==> src/hdl/gni_pkg.sv <==
// Shared types, constants and the weight table of the Gaussian neighborhood interpolator.
// Used by gni_ctrl, gni_dp and the top level; depends on nothing.
package gni_pkg;

  localparam int DEF_MAX_X        = 32;
  localparam int DEF_MAX_Y        = 32;
  localparam int DEF_MAX_Z        = 32;
  localparam int DEF_MAX_CHANNELS = 16;
  localparam int RESULT_LIMIT     = 16;

  // Exponent table: entry i holds exp(-i/32) as a 16-bit fraction.
  localparam int WEIGHT_DEPTH = 256;
  localparam int WIW          = $clog2(WEIGHT_DEPTH);
  localparam logic [63:0] EXP_STEP_Q32 = 64'd4162825044;

  // Divider geometry: a 56-bit dividend, a 24-bit divisor.
  localparam int DIV_NW  = 56;
  localparam int DIV_DW  = 24;
  localparam int DIST_W  = 20;
  localparam int DIV_CW  = $clog2(DIV_NW + 1);

  localparam int IN_DATA_W  = 96;
  localparam int OUT_DATA_W = 24;

  localparam int CFG_IW = 3;
  localparam int CFG_DW = 12;
  localparam logic [CFG_IW-1:0] CFG_SIZE_X        = 3'd0;
  localparam logic [CFG_IW-1:0] CFG_SIZE_Y        = 3'd1;
  localparam logic [CFG_IW-1:0] CFG_SIZE_Z        = 3'd2;
  localparam logic [CFG_IW-1:0] CFG_CHANNEL_COUNT = 3'd3;
  localparam logic [CFG_IW-1:0] CFG_KERNEL_WIDTH  = 3'd4;

  localparam logic OP_WRITE = 1'b0;
  localparam logic OP_QUERY = 1'b1;

  typedef logic [15:0] weight_table_t [WEIGHT_DEPTH];

  function automatic weight_table_t build_weights();
    weight_table_t tbl;
    logic [63:0]   a;
    logic [63:0]   e;
    a = 64'd1 << 32;
    for (int i = 0; i < WEIGHT_DEPTH; i++) begin
      e = (a + 64'd32768) >> 16;
      tbl[i] = (e > 64'd65535) ? 16'hFFFF : e[15:0];
      a = (a * EXP_STEP_Q32) >> 32;
    end
    return tbl;
  endfunction

  localparam weight_table_t WEIGHTS = build_weights();

  typedef struct packed {
    logic idle;
    logic start;
    logic prep1;
    logic prep2;
    logic dist_calc;
    logic addr1;
    logic addr2;
    logic weight;
    logic mul;
    logic acc;
    logic div_final;
    logic emit;
  } gni_cmd_t;

  typedef struct packed {
    logic query_req;
    logic div_busy;
    logic last_chan;
    logic last_nb;
    logic out_free;
  } gni_sts_t;

endpackage

==> src/hdl/gni_ctrl.sv <==
// Sequencer of the interpolator: walks neighbors, channels and the final divisions.
// Depends on gni_pkg for the command and status structs.
module gni_ctrl import gni_pkg::*; (
  input  logic     clk,
  input  logic     rst_n,
  input  gni_sts_t sts,
  output gni_cmd_t cmd
);

  localparam logic [3:0] ST_IDLE   = 4'd0;
  localparam logic [3:0] ST_PREP1  = 4'd1;
  localparam logic [3:0] ST_PREP2  = 4'd2;
  localparam logic [3:0] ST_NDIST  = 4'd3;
  localparam logic [3:0] ST_NADDR1 = 4'd4;
  localparam logic [3:0] ST_NADDR2 = 4'd5;
  localparam logic [3:0] ST_NDIV   = 4'd6;
  localparam logic [3:0] ST_NWGT   = 4'd7;
  localparam logic [3:0] ST_CRD    = 4'd8;
  localparam logic [3:0] ST_CMUL   = 4'd9;
  localparam logic [3:0] ST_CACC   = 4'd10;
  localparam logic [3:0] ST_FLOAD  = 4'd11;
  localparam logic [3:0] ST_FDIV   = 4'd12;
  localparam logic [3:0] ST_FEMIT  = 4'd13;

  logic [3:0] state_r, state_nxt;

  always_ff @(posedge clk) begin
    if (!rst_n) begin
      state_r <= ST_IDLE;
    end else begin
      state_r <= state_nxt;
    end
  end

  always_comb begin
    state_nxt = state_r;
    cmd       = '0;
    case (state_r)
      ST_IDLE: begin
        cmd.idle = 1'b1;
        if (sts.query_req) begin
          cmd.start = 1'b1;
          state_nxt = ST_PREP1;
        end
      end
      ST_PREP1: begin
        cmd.prep1 = 1'b1;
        state_nxt = ST_PREP2;
      end
      ST_PREP2: begin
        cmd.prep2 = 1'b1;
        state_nxt = ST_NDIST;
      end
      ST_NDIST: begin
        cmd.dist_calc = 1'b1;
        state_nxt     = ST_NADDR1;
      end
      ST_NADDR1: begin
        cmd.addr1 = 1'b1;
        state_nxt = ST_NADDR2;
      end
      ST_NADDR2: begin
        cmd.addr2 = 1'b1;
        state_nxt = ST_NDIV;
      end
      ST_NDIV: begin
        if (!sts.div_busy) begin
          state_nxt = ST_NWGT;
        end
      end
      ST_NWGT: begin
        cmd.weight = 1'b1;
        state_nxt  = ST_CRD;
      end
      ST_CRD: begin
        state_nxt = ST_CMUL;
      end
      ST_CMUL: begin
        cmd.mul   = 1'b1;
        state_nxt = ST_CACC;
      end
      ST_CACC: begin
        cmd.acc = 1'b1;
        if (!sts.last_chan) begin
          state_nxt = ST_CRD;
        end else if (sts.last_nb) begin
          state_nxt = ST_FLOAD;
        end else begin
          state_nxt = ST_NDIST;
        end
      end
      ST_FLOAD: begin
        cmd.div_final = 1'b1;
        state_nxt     = ST_FDIV;
      end
      ST_FDIV: begin
        if (!sts.div_busy) begin
          state_nxt = ST_FEMIT;
        end
      end
      ST_FEMIT: begin
        if (sts.out_free) begin
          cmd.emit  = 1'b1;
          state_nxt = sts.last_chan ? ST_IDLE : ST_FLOAD;
        end
      end
      default: begin
        state_nxt = ST_IDLE;
      end
    endcase
  end

endmodule

==> config.mk <==
export PLATFORM = sky130hd
export DESIGN_NAME = gni_ctrl
export DESIGN_NICKNAME = d
export VERILOG_FILES = /design/src/hdl/gni_pkg.sv /design/src/hdl/gni_ctrl.sv
export SDC_FILE = /design/constraint.sdc
export NUM_CORES = 1
export LEC_CHECK = 0
export BUFFER_PORTS_ARGS = -buffer_cell sky130_fd_sc_hd__clkbuf_2
export CORE_AREA = 2 2 39 41
export CTS_CLUSTER_DIAMETER = 40
export DETAILED_ROUTE_END_ITERATION = 7
export DIE_AREA = 0 0 41 43
export PLACE_DENSITY = 0.56
export SLEW_MARGIN = 20
export SYNTH_ARGS = -nofsm -noshare
export SYNTH_HDL_FRONTEND = slang
export SYNTH_SLANG_ARGS = --single-unit
==> constraint.sdc <==
create_clock -name clk -period 1.4 [get_ports clk]
set_input_delay 0.14 -clock clk [delete_from_list [all_inputs] [get_ports clk]]
set_output_delay 0.14 -clock clk [all_outputs]
set_load 0.005 [all_outputs]
==> flow_summary.json <==
{
  "run_status": "completed",
  "p_leak_nw": 0.2435,
  "path_max_fanout": 12,
  "grt_pass1_wl_um": 1490,
  "fin_crit_ns": 1.320,
  "slew_headroom": 0.8478,
  "top_register": "state_r",
  "hold_viol": 0,
  "power_density_nw_per_um2": 784.4,
  "slew_viol_final": 0,
  "cp_slowest_stage_delay_ns": 0.39,
  "syn_inst": 56,
  "wl_per_cell_um": 11.65,
  "max_freq_mhz": 757.7,
  "num_antenna_cells": 0,
  "die_x_um": 41,
  "p_total_uw": 443.6,
  "setup_tns_ns": 0,
  "largestRegisters": "state_r: 4 flops",
  "nNetsFinal": 84,
  "finalCritPeriodShare": 0.9426,
  "synth_area_um2": 369.1,
  "rows": 14,
  "synth_area_leaders": "dfxtp_1 (22%), nor3_1 (8.1%), nor2_1 (7.1%), inv_1 (5.1%), nand2_1 (5.1%)",
  "peakVddDrop_v": 0.0003617,
  "root_buffer": "clkbuf_4",
  "drt_first_pass_iters": 3,
  "crit_chain": "nand2b_4 > buf_4 > nor3_1 > clkbuf_2",
  "cts_made_buffers": 3,
  "htreeDepth": 1,
  "ff2ff_path_depth": 4,
  "io_pins": 19,
  "synth_top_cell_by_area": "dfxtp_1",
  "drt-met1-wl_um": 503,
  "drt-initial-drc-count": 11,
  "cp_slowest_cell": "dfxtp_4",
  "finalSetupViolations": 0,
  "overflow": 0,
  "cp_data_arrival_time_ns": 1.18,
  "yosysTopAreaCellShare": 0.2169,
  "nFillCells": 152,
  "clock_path_buffers": 2,
  "hpwl_um": 738.2,
  "start_util": 0.2667,
  "critical_path_class": "flop to output port",
  "dieArea_um2": 1763,
  "synth-seq-cells": 4,
  "final_common_cell": "clkbuf_2",
  "grt_pass1_vias": 366,
  "grt_usage": 0.1235,
  "clock_sinks": 4,
  "yosysSeqAreaShare": 0.2169,
  "critPathCaptureType": "output port",
  "synthDistinctLibCells": 24,
  "wl_met3_um": 63,
  "drv_cap": 0,
  "syn_avg_cell_area_um2": 6.591,
  "ant_nets": 0,
  "numPortBuffers": 18,
  "routed_wl_um": 1060,
  "yosys_warnings": 0,
  "finClkSkew_ns": 0.004257,
  "insertion_delay_ns": 0.23,
  "coreArea_um2": 1384,
  "clk_pin_slew_ns": 0.04,
  "layout.cells.most_common_list": "clkbuf_2 (18), nor2_1 (7), inv_1 (5), nand2_1 (4), nor3_1 (4)",
  "min_path_cells": 3,
  "cts_tree": "yes",
  "gp_congestion": 0.7973,
  "grt_max_degree": 15,
  "start_kind": "flop",
  "vias": 459,
  "rsz0062_at_grt": "false",
  "drive_gt1_frac": 0.4533,
  "largest_reg_flops": 4,
  "syn_nets": 63,
  "area_delta_synth_final_pct": 53.22,
  "worst_pin_slew_ns": 0.2267,
  "hp-class": "primary input to flop",
  "vias_per_cell": 5.044,
  "drc_errors": 0,
  "routed.top_layer": "met3",
  "antenna_found_initial": 0,
  "fp.dieH_um": 43,
  "cp.required_ns": 1.26,
  "wl_met2_um": 494
}
-- metal layers --
layer  up-vias  track usage
met3         0      0.04712
li1        237            -
met5         -            0
met2        13       0.1906
met4         0      0.02000
met1       209       0.1608
-- per-stage QoR --
stage | setup WS (ns) | util | hold slack [ns] | instances | instance area, um^2
floorplan | 0.1089 | - | 0.2617 | 56 | 369.1
global placement | 0.06438 | 0.3454 | 0.4400 | 88 | 478.0
detailed placement | 0.02319 | 0.3454 | 0.4354 | 88 | 478.0
CTS | 0.002406 | 0.3752 | 0.1941 | 91 | 519.2
global route | 0.01365 | 0.4087 | 0.2162 | 91 | 565.5
finish | 0.08029 | 0.4087 | 0.2015 | 91 | 565.5
-- what timing repair did --
| item | in CTS | in global routing |
|---|---|---|
| setup endpoints to repair | 6 | 7 |
| hold buffers | 0 | 0 |
| resized for setup | 5 | 11 |
| pin swaps | 0 | 2 |
| gates cloned | 0 | 0 |
| buffers inserted | 0 | 0 |
-- report_power, final --
| part | switching (mW) | total [mW] | internal (mW) |
|---|---|---|---|
| clock network | 0.0461 | 0.142 | 0.0958 |
| logic | 0.0629 | 0.141 | 0.0776 |
| registers | 0.0350 | 0.161 | 0.126 |
-- synthesized netlist by cell type --
library cell  instances
a21oi_1               2
a311oi_1              1
a31oi_1               1
a32o_1                1
a41oi_1               1
and2_1                2
buf_2                 1
buf_4                 1
clkbuf_1              3
dfxtp_1               4
inv_1                 5
mux2i_1               1
nand2_1               5
nand2b_1              3
nor2_1                7
nor3_1                6
nor4_1                2
o2111a_1              1
o211ai_1              2
o21ai_0               3
o31ai_1               1
o32a_1                1
or3_1                 1
xnor2_1               1
-- worst paths after layout --
check | from | to | slack, ns
worst max register to register | state_r[3]$_SDFFE_PN0P_ | state_r[0]$_SDFFE_PN0P_ | 0.10
worst max-delay path | state_r[0]$_SDFFE_PN0P_ | cmd[8] | 0.08
worst min register to register | state_r[3]$_SDFFE_PN0P_ | state_r[3]$_SDFFE_PN0P_ | 0.66
worst min-delay path | rst_n | state_r[3]$_SDFFE_PN0P_ | 0.20
-- final cells by class --
cell class                 count  area (um^2)  area share
tap                           16        20.02     0.03540
clock buffer                   3        22.52     0.03982
inverter                       5        18.77     0.03319
timing repair buffer          21        120.1      0.2124
multi-input combinational     42        295.3      0.5221
sequential                     4        88.84      0.1571
-- critical path, delay by kind of cell (launching register included) --
kind	cells	cell delay [ns]
and+or+nand+nor	2	0.29
buffers and inverters	2	0.27
DFF	1	0.39
-- logic make-up after synthesis --
family,synth area share
AND/OR/NAND/NOR,0.3390
XOR/XNOR,0.02373
AO/OA/AOI/OAI,0.2780
flip-flops,0.2170
multiplexers,0.02712
buffers and inverters,0.1153
Note: power is estimated with default switching activity, not from simulation.
